File: src/rtl/core/cascaded_prescaled_timer_bank_assert.svh
// Assertion macros for the timer bank.
`ifndef CASCADED_PRESCALED_TIMER_BANK_ASSERT_SVH
`define CASCADED_PRESCALED_TIMER_BANK_ASSERT_SVH

// Same-cycle implication, checked out of reset
`define CPT_ASSERT_IMPLIES(lbl, clk, rst, ante, cons) \
   lbl: assert property (@(posedge clk) disable iff (rst) (ante) |-> (cons)) \
      else $error("timer bank check failed");

// Next-cycle implication, checked out of reset
`define CPT_ASSERT_NEXT(lbl, clk, rst, ante, cons) \
   lbl: assert property (@(posedge clk) disable iff (rst) (ante) |=> (cons)) \
      else $error("timer bank check failed");

`endif

File: src/rtl/core/cpt_pkg.sv
`default_nettype none

package cpt_pkg;

   // Field widths
   localparam int MODE_W   = 3;
   localparam int INDEX_W  = 2;
   localparam int DATA_W   = 16;
   localparam int CYCLE_W  = 10;
   localparam int MASK_W   = 4;

   // Bank size
   localparam int NUM_TIMERS_DEF = 4;

   // Item modes
   localparam logic [MODE_W-1:0] MODE_TICK       = 3'd0;
   localparam logic [MODE_W-1:0] MODE_WR_RELOAD  = 3'd1;
   localparam logic [MODE_W-1:0] MODE_WR_CONTROL = 3'd2;
   localparam logic [MODE_W-1:0] MODE_RD_COUNT   = 3'd3;
   localparam logic [MODE_W-1:0] MODE_RD_CONTROL = 3'd4;

   // Control word bit positions
   localparam int CTL_ENABLE_BIT  = 7;
   localparam int CTL_IRQ_BIT     = 6;
   localparam int CTL_CASCADE_BIT = 2;

   // Prescaler select codes
   localparam logic [1:0] PSC_DIV1    = 2'd0;
   localparam logic [1:0] PSC_DIV64   = 2'd1;
   localparam logic [1:0] PSC_DIV256  = 2'd2;
   localparam logic [1:0] PSC_DIV1024 = 2'd3;

   localparam logic [DATA_W-1:0] COUNT_MAX = 16'hFFFF;

   // True when the cycle count is a multiple of the selected prescaler
   function automatic logic prescale_hit(input logic [1:0] sel,
                                         input logic [CYCLE_W-1:0] cycle);
      logic hit;
      hit = 1'b0;
      case (sel)
         PSC_DIV1:    hit = 1'b1;
         PSC_DIV64:   hit = (cycle[5:0] == 6'd0);
         PSC_DIV256:  hit = (cycle[7:0] == 8'd0);
         PSC_DIV1024: hit = (cycle == 10'd0);
         default:     hit = 1'b0;
      endcase
      return hit;
   endfunction

endpackage

`default_nettype wire

File: src/rtl/core/cascaded_prescaled_timer_bank.sv
// Words pass the input register, then the result register. The tick cascade through all timers
// is one combinational pass. Throughput: one word per cycle while rsp_stall stays low.
// Response stall back-pressures the request side only when both registers are full.
// Reset (synchronous, active high): counters, reloads and controls clear to zero,
// all timers disabled, both pipeline registers empty.
`default_nettype none

`include "cascaded_prescaled_timer_bank_assert.svh"

module cascaded_prescaled_timer_bank #(
   parameter int NUM_TIMERS = cpt_pkg::NUM_TIMERS_DEF
) (
   input  wire logic                         clock,
   input  wire logic                         reset,
   // request channel
   input  wire logic                         req_valid,
   output logic                              req_stall,
   input  wire logic [cpt_pkg::MODE_W-1:0]   req_mode,
   input  wire logic [cpt_pkg::INDEX_W-1:0]  req_timer_index,
   input  wire logic [cpt_pkg::DATA_W-1:0]   req_write_data,
   input  wire logic [cpt_pkg::CYCLE_W-1:0]  req_cycle_low,
   // response channel
   output logic                              rsp_valid,
   input  wire logic                         rsp_stall,
   output logic [cpt_pkg::DATA_W-1:0]        rsp_read_data,
   output logic [cpt_pkg::MASK_W-1:0]        rsp_overflow_mask,
   output logic [cpt_pkg::MASK_W-1:0]        rsp_irq_mask
);

   // Input register
   logic                             s1_valid_ff, s1_valid_in;
   logic [cpt_pkg::MODE_W-1:0]       s1_mode_ff;
   logic [cpt_pkg::INDEX_W-1:0]      s1_index_ff;
   logic [cpt_pkg::DATA_W-1:0]       s1_data_ff;
   logic [cpt_pkg::CYCLE_W-1:0]      s1_cycle_ff;

   // Timer state
   logic [cpt_pkg::DATA_W-1:0] count_ff   [NUM_TIMERS];
   logic [cpt_pkg::DATA_W-1:0] count_in   [NUM_TIMERS];
   logic [cpt_pkg::DATA_W-1:0] reload_ff  [NUM_TIMERS];
   logic [cpt_pkg::DATA_W-1:0] reload_in  [NUM_TIMERS];
   logic [cpt_pkg::DATA_W-1:0] control_ff [NUM_TIMERS];
   logic [cpt_pkg::DATA_W-1:0] control_in [NUM_TIMERS];

   // Result register
   logic                             rsp_valid_ff, rsp_valid_in;
   logic [cpt_pkg::DATA_W-1:0]       rsp_read_data_ff, rsp_read_data_in;
   logic [cpt_pkg::MASK_W-1:0]       rsp_ovf_ff, rsp_ovf_in;
   logic [cpt_pkg::MASK_W-1:0]       rsp_irq_ff, rsp_irq_in;

   logic out_free;
   logic fire;
   logic req_accept;

   // Handshake: the stored word moves on whenever the result register can take it
   assign out_free   = !rsp_valid_ff || !rsp_stall;
   assign fire       = s1_valid_ff && out_free;
   assign req_stall  = s1_valid_ff && !out_free;
   assign req_accept = req_valid && !req_stall;

   assign s1_valid_in  = req_accept ? 1'b1 : (fire ? 1'b0 : s1_valid_ff);
   assign rsp_valid_in = out_free ? fire : rsp_valid_ff;

   // Item execution: tick cascade, register writes and reads
   always_comb begin
      logic is_tick, is_wr_reload, is_wr_ctl, is_rd_cnt, is_rd_ctl;
      logic prev_ovf;
      logic sel, en, step, wrap;
      logic [cpt_pkg::DATA_W-1:0] ctl;

      is_tick      = 1'b0;
      is_wr_reload = 1'b0;
      is_wr_ctl    = 1'b0;
      is_rd_cnt    = 1'b0;
      is_rd_ctl    = 1'b0;
      case (s1_mode_ff)
         cpt_pkg::MODE_TICK:       is_tick      = 1'b1;
         cpt_pkg::MODE_WR_RELOAD:  is_wr_reload = 1'b1;
         cpt_pkg::MODE_WR_CONTROL: is_wr_ctl    = 1'b1;
         cpt_pkg::MODE_RD_COUNT:   is_rd_cnt    = 1'b1;
         cpt_pkg::MODE_RD_CONTROL: is_rd_ctl    = 1'b1;
         default: ;
      endcase

      prev_ovf         = 1'b0;
      rsp_read_data_in = '0;
      rsp_ovf_in       = '0;
      rsp_irq_in       = '0;

      for (int i = 0; i < NUM_TIMERS; i++) begin
         ctl  = control_ff[i];
         sel  = (s1_index_ff == cpt_pkg::INDEX_W'(i));
         en   = ctl[cpt_pkg::CTL_ENABLE_BIT];
         if (ctl[cpt_pkg::CTL_CASCADE_BIT] && (i > 0)) begin
            step = en && prev_ovf;
         end else begin
            step = en && cpt_pkg::prescale_hit(ctl[1:0], s1_cycle_ff);
         end
         step = step && is_tick;
         wrap = step && (count_ff[i] == cpt_pkg::COUNT_MAX);

         count_in[i]   = count_ff[i];
         reload_in[i]  = reload_ff[i];
         control_in[i] = control_ff[i];

         // counting
         if (step) begin
            count_in[i] = wrap ? reload_ff[i] : 16'(count_ff[i] + 16'd1);
         end
         // register writes
         if (is_wr_reload && sel) begin
            reload_in[i] = s1_data_ff;
         end
         if (is_wr_ctl && sel) begin
            if (!en && s1_data_ff[cpt_pkg::CTL_ENABLE_BIT]) begin
               count_in[i] = reload_ff[i];
            end
            control_in[i] = s1_data_ff;
         end
         // reads
         if (is_rd_cnt && sel) begin
            rsp_read_data_in = rsp_read_data_in | count_ff[i];
         end
         if (is_rd_ctl && sel) begin
            rsp_read_data_in = rsp_read_data_in | control_ff[i];
         end

         rsp_ovf_in[i] = wrap;
         rsp_irq_in[i] = wrap && ctl[cpt_pkg::CTL_IRQ_BIT];
         prev_ovf      = wrap;
      end
   end

   // Control registers
   always_ff @(posedge clock) begin
      if (reset) begin
         s1_valid_ff  <= 1'b0;
         rsp_valid_ff <= 1'b0;
      end else begin
         s1_valid_ff  <= s1_valid_in;
         rsp_valid_ff <= rsp_valid_in;
      end
   end

   // Timer state registers
   always_ff @(posedge clock) begin
      if (reset) begin
         for (int i = 0; i < NUM_TIMERS; i++) begin
            count_ff[i]   <= '0;
            reload_ff[i]  <= '0;
            control_ff[i] <= '0;
         end
      end else if (fire) begin
         for (int i = 0; i < NUM_TIMERS; i++) begin
            count_ff[i]   <= count_in[i];
            reload_ff[i]  <= reload_in[i];
            control_ff[i] <= control_in[i];
         end
      end
   end

   // Payload registers
   always_ff @(posedge clock) begin
      if (req_accept) begin
         s1_mode_ff  <= req_mode;
         s1_index_ff <= req_timer_index;
         s1_data_ff  <= req_write_data;
         s1_cycle_ff <= req_cycle_low;
      end
      if (fire) begin
         rsp_read_data_ff <= rsp_read_data_in;
         rsp_ovf_ff       <= rsp_ovf_in;
         rsp_irq_ff       <= rsp_irq_in;
      end
   end

   assign rsp_valid         = rsp_valid_ff;
   assign rsp_read_data     = rsp_read_data_ff;
   assign rsp_overflow_mask = rsp_ovf_ff;
   assign rsp_irq_mask      = rsp_irq_ff;

   // Checks
   `CPT_ASSERT_IMPLIES(a_irq_within_ovf, clock, reset, rsp_valid_ff,
                       (rsp_irq_ff & ~rsp_ovf_ff) == '0)
   `CPT_ASSERT_IMPLIES(a_read_no_masks, clock, reset,
                       rsp_valid_ff && (rsp_read_data_ff != '0),
                       (rsp_ovf_ff == '0) && (rsp_irq_ff == '0))
   `CPT_ASSERT_NEXT(a_held_word_stays, clock, reset, s1_valid_ff && !out_free, s1_valid_ff)
   `CPT_ASSERT_IMPLIES(a_stall_only_full, clock, reset, !s1_valid_ff, !req_stall)

endmodule

`default_nettype wire

File: config.mk
export PLATFORM = sky130hd
export DESIGN_NAME = cascaded_prescaled_timer_bank
export DESIGN_NICKNAME = d
export VERILOG_FILES = /design/src/rtl/core/cpt_pkg.sv /design/src/rtl/core/cascaded_prescaled_timer_bank.sv
export VERILOG_INCLUDE_DIRS = /design/src /design/src/rtl/core
export SDC_FILE = /design/constraint.sdc
export NUM_CORES = 1
export LEC_CHECK = 0
export ABC_AREA = 0
export BUFFER_PORTS_ARGS = -buffer_cell sky130_fd_sc_hd__buf_2
export CORE_MARGIN = 2
export CORE_UTILIZATION = 61
export CTS_CLUSTER_SIZE = 40
export DETAILED_ROUTE_END_ITERATION = 8
export PLACE_DENSITY = 0.77
export SYNTH_ARGS = -nofsm -noshare
export SYNTH_HDL_FRONTEND = slang
export SYNTH_SLANG_ARGS = --single-unit
export TNS_END_PERCENT = 30
File: constraint.sdc
create_clock -name clock -period 4.35 [get_ports clock]
set_clock_uncertainty 0.1 [all_clocks]
set_input_delay 0.87 -clock clock [delete_from_list [all_inputs] [get_ports clock]]
set_output_delay 0.87 -clock clock [all_outputs]
set_load 0.005 [all_outputs]
Word level (Yosys, flattened, before mapping)

Memories as Yosys holds them, arrays and structs flattened.
Cells that the tools add are included.

Bitwise gates (word level): 19
Add/sub/neg operators: 4
Mux-type cells: 66
Equality and inequality tests: 23
Reductions and logical operators: 61

Operator list:

| kind                                                                   | count |
|---|---|
| 16-bit 2-to-1 mux                                                      | 44 |
| 16-bit OR                                                              | 7 |
| 16-bit by 1-bit adder with 16-bit output (second input constant)       | 4 |
| 16-bit equality test (second input constant)                           | 4 |
| 1-bit logical AND                                                      | 42 |
| 2-bit equality test (second input constant)                            | 10 |
| 1-bit 2-to-1 mux                                                       | 18 |
| 1-bit case mux with 4 select lines                                     | 4 |
| 1-bit OR                                                               | 12 |
| 2-bit by 1-bit equality test with 1-bit output (second input constant) | 5 |
| 10-bit zero test                                                       | 1 |
| 2-bit zero test                                                        | 5 |
| 1-bit zero test                                                        | 8 |
| 8-bit zero test                                                        | 1 |
| 3-bit by 2-bit equality test with 1-bit output (second input constant) | 2 |
| 6-bit zero test                                                        | 1 |
| 3-bit by 1-bit equality test with 1-bit output (second input constant) | 1 |
| 3-bit equality test (second input constant)                            | 1 |
| 3-bit zero test                                                        | 1 |
| 2-bit nonzero test                                                     | 1 |
| 1-bit logical OR                                                       | 1 |

Input bits: 35
Memory bits (writable): 192
Memories: 3
Register bits after elaboration: 57
Word-level logic and storage cells: 185

Memory list:

| name       | words | bits a word | rd ports | clocked after memory_dff | write ports | line                                | source |
|---|---|---|---|---|---|---|---|
| control_ff | 4     | 16          | 4        | 0                        | 4           | cascaded_prescaled_timer_bank.sv:42 | `logic [cpt_pkg::DATA_W-1:0] control_ff [NUM_TIMERS];` |
| count_ff   | 4     | 16          | 4        | 0                        | 4           | cascaded_prescaled_timer_bank.sv:38 | `logic [cpt_pkg::DATA_W-1:0] count_ff [NUM_TIMERS];` |
| reload_ff  | 4     | 16          | 4        | 0                        | 4           | cascaded_prescaled_timer_bank.sv:40 | `logic [cpt_pkg::DATA_W-1:0] reload_ff [NUM_TIMERS];` |

Depth between registers and ports, before layout

Gate-level depths: netlist (run 1).

Word-level depth: 22
Gate-level depth with buffers: 11
Mapped depth without buffers: 8

Worst setup path before layout (run 1)

No wires, ideal clock.

Path kind: input port to flip-flop
Start: input rsp_stall
End: memory count_ff[0][0] (netlist bit), enable pin
Stages: 3
Library setup time: 394 ps
Path slack: 764 ps
Data required time: 3,856 ps
Arrival: 3,092 ps
Path buffers: 1
Cell sequence: a21boi_1 -> clkbuf_1 -> or2_2

RTL lines:

| item               | line                                | source |
|---|---|---|
| start: declaration | cascaded_prescaled_timer_bank.sv:24 | `input wire logic rsp_stall,` |
| end: declaration   | cascaded_prescaled_timer_bank.sv:38 |  |

==> qor.csv, run 1 <==
metric;value;unit
post-cts-setup-buffers;0;
p_leak;4.58;nW
grt_max_degree;60;
routedWlPerCell;24.8;microns
areaGrowthSynthToFinish;12.1;%
irDropWorstVdd;371;uV
drc;0;
cts_tree;done;
synth_compound_area_frac;0.157;
dr.pass1.iters;6;
syn-instance-count;927;
setup_violations;0;
maxCapViolCount;0;
ys_types;74;
drtAntennaViolNets;0;
cts_buffers;26;
dieHeight;142;microns
grt_pass1_wl;45500;microns
synth_top_area_share;0.640;
rsz0062_at_grt;no;
synthMuxAreaShare;0.00518;
period_share;0.806;
worstSetupPathType;reg2reg;
startpoint_type;flop;
async_flop_share;0;
status;complete, no violations;
die_w;142;microns
viasPerCell;6.87;
syn-num-nets;966;
grt_overflow;0;
synth-edff-count;247;
layout-drive-gt1-share;0.149;
clk_pin_slew;60;ps
row_count;50;
slew_viol_final;0;
synth-simple-area-share;0.144;
grt_use_total;0.304;
cp.required;4590;ps
cts_max_path_buffers;3;
initial_core_util;0.620;
synth_top_family_by_area;compound AO/OA/AOI/OAI gates;
nNetsFinal;1020;
fin_hold_ws;397;ps
cts_resized;0;
root_buffer;clkbuf_16;
port_buffers;60;
gp_congestion;0.984;
ys.flop_type;edfxtp_1;
yosys.area.top_type;edfxtp_1;
syn-mean-instance-area;12.5;sq um
maxSlewHeadroom;0.157;
clk_latency;540;ps
hold_viol;0;
dp_hpwl;20600;microns
yosys-top-cells-area;edfxtp_1 (64%), and3_1 (2.8%), nand3_1 (2.3%);
synth_xor_xnor_area_share;0.0211;
hold_class;in2reg;
yosysSeqAreaShare;0.643;
antenna_cells;0;
die_area;20100;sq um
grt_antenna_before_repair;0;
slowest_stage;nor3_1;
grt_pass1_vias;7525;
ys_seq_elements;249;
ys.warnings.count;0;
crit_top_cell;nor3_1;
setup-tns-final;0;ps
cts_sinks;249;
htreeDepth;1;
drt_iter0_drc;1274;
cellPowerDensity;413;nW/um^2
synth_fa_ha_area_frac;0.00432;
crit_arrival;3750;ps
worst_pin_slew;1260;ps
end_kind;flop;
routed_wirelength;30600;microns
r2r_slack;840;ps
period_needed;3510;ps
max_freq;285;MHz
synth_area;11600;sq um
cp_max_fo;18;
vias;8489;
coreArea;18700;sq um
crit_chain;nor3_1, nand3b_1, a221o_1, nor3_1, or3_1, a21oi_1, a221oi_1;
slowest_delay;630;ps
ioPinCount;61;
holdBufCountCts;0;
state kept, by name, indices dropped and copies added, names as in the netlist:
signal / cells
s1_valid_ff: 1
s1_index_ff: 2
rsp_irq_mask: 4
s1_data_ff: 16
rsp_valid: 1
rsp_read_data: 16
control_ff: 64
reload_ff: 64
rsp_overflow_mask: 4
count_ff: 64
s1_cycle_ff: 10
s1_mode_ff: 3
critical path: cells and delay by family, from the launching register on:
kind               cells  cell delay (ps)
AOI/OAI and AO/OA      3             1020
DFF                    1              510
and+or+nand+nor        4             1660
stage by stage:
stage	setup WS (ps)	instances	util	area (sq um)	power [mW]
after floorplan	764	927	-	11600	3.04
after global placement	1010	1187	0.649	12100	3.17
after detailed placement	939	1187	0.649	12100	3.18
after CTS	897	1235	0.695	13000	5.37
after global routing	627	1235	0.695	13000	5.50
final	845	1235	0.695	13000	5.37
cell families (layout without fill, tap and decap cells):
kind of cell	Yosys count	in the layout
and+or+nand+nor	320	320
DFF	249	249
AOI/OAI and AO/OA	247	247
buffers and inverters	73	147
xor gates and xnor gates	28	28
muxes	6	6
adders and majority gates	4	4
layout make-up:
| cell class | count | area (sq um) |
|---|---|---|
| inverter | 17 | 63.8 |
| clock inverter | 15 | 160 |
| clock buffer | 33 | 697 |
| fill | 1310 | 5700 |
| tap | 234 | 293 |
| sequential | 249 | 7460 |
| multi-input combinational | 605 | 3860 |
| timing repair buffer | 82 | 478 |
synthesized netlist by cell type (16+ instances only):
cell and count:
nor2_1 63, a22o_1 16, and3_1 51, nor3_1 28, nand3_1 54, nand4_1 21, inv_1 17, xnor2_1 18
clkbuf_1 48, o21ai_0 40, a221oi_1 23, nand2_1 55, edfxtp_1 247, a211oi_1 17, a21oi_1 45, a22oi_1 33
where the power goes:
group / total, mW / internal (mW) / switching, mW
Clock: 2.23 / 1.31 / 0.916
Sequential: 2.89 / 2.78 / 0.110
Combinational: 0.253 / 0.0829 / 0.171
Total: 5.37 / 4.17 / 1.20
placed cells by master (no fill, tap or decap), types with 9 or more instances in the layout:
cell	count
a31oi_1	12
a22oi_1	33
nor3_1	28
and3_1	51
xor2_1	10
a21oi_1	45
edfxtp_1	247
a221oi_1	23
a22o_1	16
xnor2_1	18
a211oi_1	17
nand2_1	55
and2_1	9
nand4_1	21
buf_2	60
clkbuf_16	26
nand3_1	54
buf_4	21
nor2_1	63
inv_1	17
o21ai_0	37
path summary, 6_finish.rpt:
path,endpoint,depth (start not counted),startpoint
min reg2reg,rsp_valid,2,s1_valid_ff
max,count_ff[3][6],7,s1_mode_ff[1]
max reg2reg,count_ff[3][6],7,s1_mode_ff[1]
min,s1_data_ff[1],1,req_write_data[1]
metal layers:
metal,GRT usage,routed length [microns],up-vias
li1,-,-,3793
met1,0.467,12600,4097
met2,0.438,13500,547
met3,0.0638,3540,52
met4,0.0953,937,0
met5,0,0,-
Note: power is estimated with default switching activity, not from simulation.
==> run 2: changes to the inputs <==
==> constraint.sdc (replaced) <==
create_clock -name clock -period 3.45 [get_ports clock]
set_clock_uncertainty 0.1 [all_clocks]
set_input_delay 0.69 -clock clock [delete_from_list [all_inputs] [get_ports clock]]
set_output_delay 0.69 -clock clock [all_outputs]
set_load 0.005 [all_outputs]
==> qor.csv, run 2 (synthesis gave the netlist of run 1 again) <==
metric;value;unit;change
drtAntennaViolNets;0;;unchanged
die_area;20100;sq um;unchanged
port_buffers;60;;unchanged
htreeDepth;1;;unchanged
grt_pass1_wl;46100;microns;+1.2%
dieHeight;142;microns;unchanged
dp_hpwl;20400;microns;-0.86%
mostFrequentLayoutCells;edfxtp_1 (247), nor2_1 (63), buf_2 (60);;
fillers;1291;;-1.5%
top_regs;control_ff x64, count_ff x64, reload_ff x64;;
initial_core_util;0.620;;unchanged
period_share;0.929;;+0.123
cellPowerDensity;522;nW/um^2;+27%
viasPerCell;6.82;;-0.85%
cp_max_fo;13;;-5
final_util;0.705;;+0.00943
maxCapViolCount;0;;unchanged
clk_latency;550;ps;about the same
hold_viol;0;;unchanged
nNetsFinal;1037;;+1.7%
slew_viol_final;0;;unchanged
startpoint_type;flop;;
cts_buffers;26;;unchanged
holdBufCountCts;0;;unchanged
end_kind;flop;;
finalPower;6.89;mW;+28%
final_common_cell;edfxtp_1;;
layout-drive-gt1-share;0.163;;+0.0137
grt_pass1_vias;7677;;+2.0%
grt_max_degree;65;;+8.3%
coreArea;18700;sq um;unchanged
die_w;142;microns;unchanged
grt_use_total;0.306;;+0.00187
setup_violations;0;;unchanged
drc;0;;unchanged
rsz0062_at_grt;no;;
setup-tns-final;0;ps;unchanged
placed_cells;1203;;+1.3%
cts_tree;done;;
clk_pin_slew;60;ps;about the same
irDropWorstVdd;440;uV;+18%
routed_wirelength;30500;microns;-0.29%
worst_pin_slew;1090;ps;-174 ps
p_leak;4.68;nW;+2.3%
vias;8512;;+0.27%
max_freq;312;MHz;+9.4%
cp.required;3600;ps;-990 ps
period_needed;3200;ps;-300 ps
cts_max_path_buffers;3;;unchanged
status;complete, no violations;;
cts_sinks;249;;unchanged
areaGrowthSynthToFinish;13.7;%;
dr.pass1.iters;9;;+3
root_buffer;clkbuf_16;;
antenna_cells;0;;unchanged
grt_overflow;0;;unchanged
grt_antenna_before_repair;0;;unchanged
maxSlewHeadroom;0.274;;+0.116
hold_class;in2reg;;
crit_arrival;3350;ps;-400 ps
row_count;50;;unchanged
routedWlPerCell;24.4;microns;-1.4%
gp_congestion;0.932;;-5.3%
drt_iter0_drc;1048;;-18%
worstSetupPathType;reg2reg;;
final_cells;1249;;+1.1%
r2r_slack;250;ps;-600 ps
ioPinCount;61;;unchanged
[run 2: cell types whose count changed in the layout (fill, tap and decap cells not counted), moves of 2 or more]
cell,change
clkinv_2,-2
buf_4,+17
bufinv_16,+2
clkbuf_1,-2
clkbuf_8,-2
[run 2: path summary, 6_finish.rpt]
path	cells after the start	end	start
worst max register to register	9	count_ff[2][1]	count_ff[0][0]
worst min register to register	2	rsp_valid	s1_valid_ff
worst max-delay path	9	count_ff[2][1]	count_ff[0][0]
worst min-delay path	1	s1_data_ff[1]	req_write_data[1]
[run 2: per-stage QoR]
| step | hold WS, ps | cell area (sq um) | setup slack [ps] |
|---|---|---|---|
| after floorplan | 345 | 11600 | 43.7 |
| after global placement | 365 | 12300 | 281 |
| after detailed placement | 391 | 12300 | 198 |
| after CTS | 189 | 13200 | 151 |
| after global routing | 196 | 13200 | 26.3 |
| final | 214 | 13200 | 245 |
[run 2: worst max-delay path, stage by stage (launching register included)]
cell,delay (ps)
edfxtp_1,410
ha_1,210
nand4_1,130
or4_4,580
a2111oi_4,280
buf_4,210
o211ai_4,170
and2_1,320
o21ai_4,340
a221oi_1,140
[run 2: cell type report]
class / instances / area, sq um / share of cell area
Sequential cell: 249 / 7460 / 0.566
Multi-Input combinational cell: 605 / 3870 / 0.293
Clock buffer: 29 / 662 / 0.0502
Timing Repair Buffer: 99 / 606 / 0.0459
Tap cell: 234 / 293 / 0.0222
Clock inverter: 16 / 233 / 0.0177
Inverter: 17 / 63.8 / 0.00484
[run 2: routing by layer]
metal  GRT usage  up-vias  wire (microns)
li1            -     3832               -
met1       0.484     4061           12900
met2       0.425      542           13000
met3      0.0456       77            3210
met4       0.126        0            1450
met5           0        -               0
[run 2: report_power, final]
part	leakage (nW)	internal, mW	total (mW)	switching, mW
logic	1.68	0.110	0.327	0.217
clock network	0.436	1.76	2.92	1.16
registers	2.57	3.50	3.64	0.138
[run 2: what timing repair did]
item | CTS | global route
hold endpoints to repair | 0 | 0
gates resized for setup | 0 | 1
endpoints found under the setup margin | 0 | 17
buffers inserted | 0 | 1
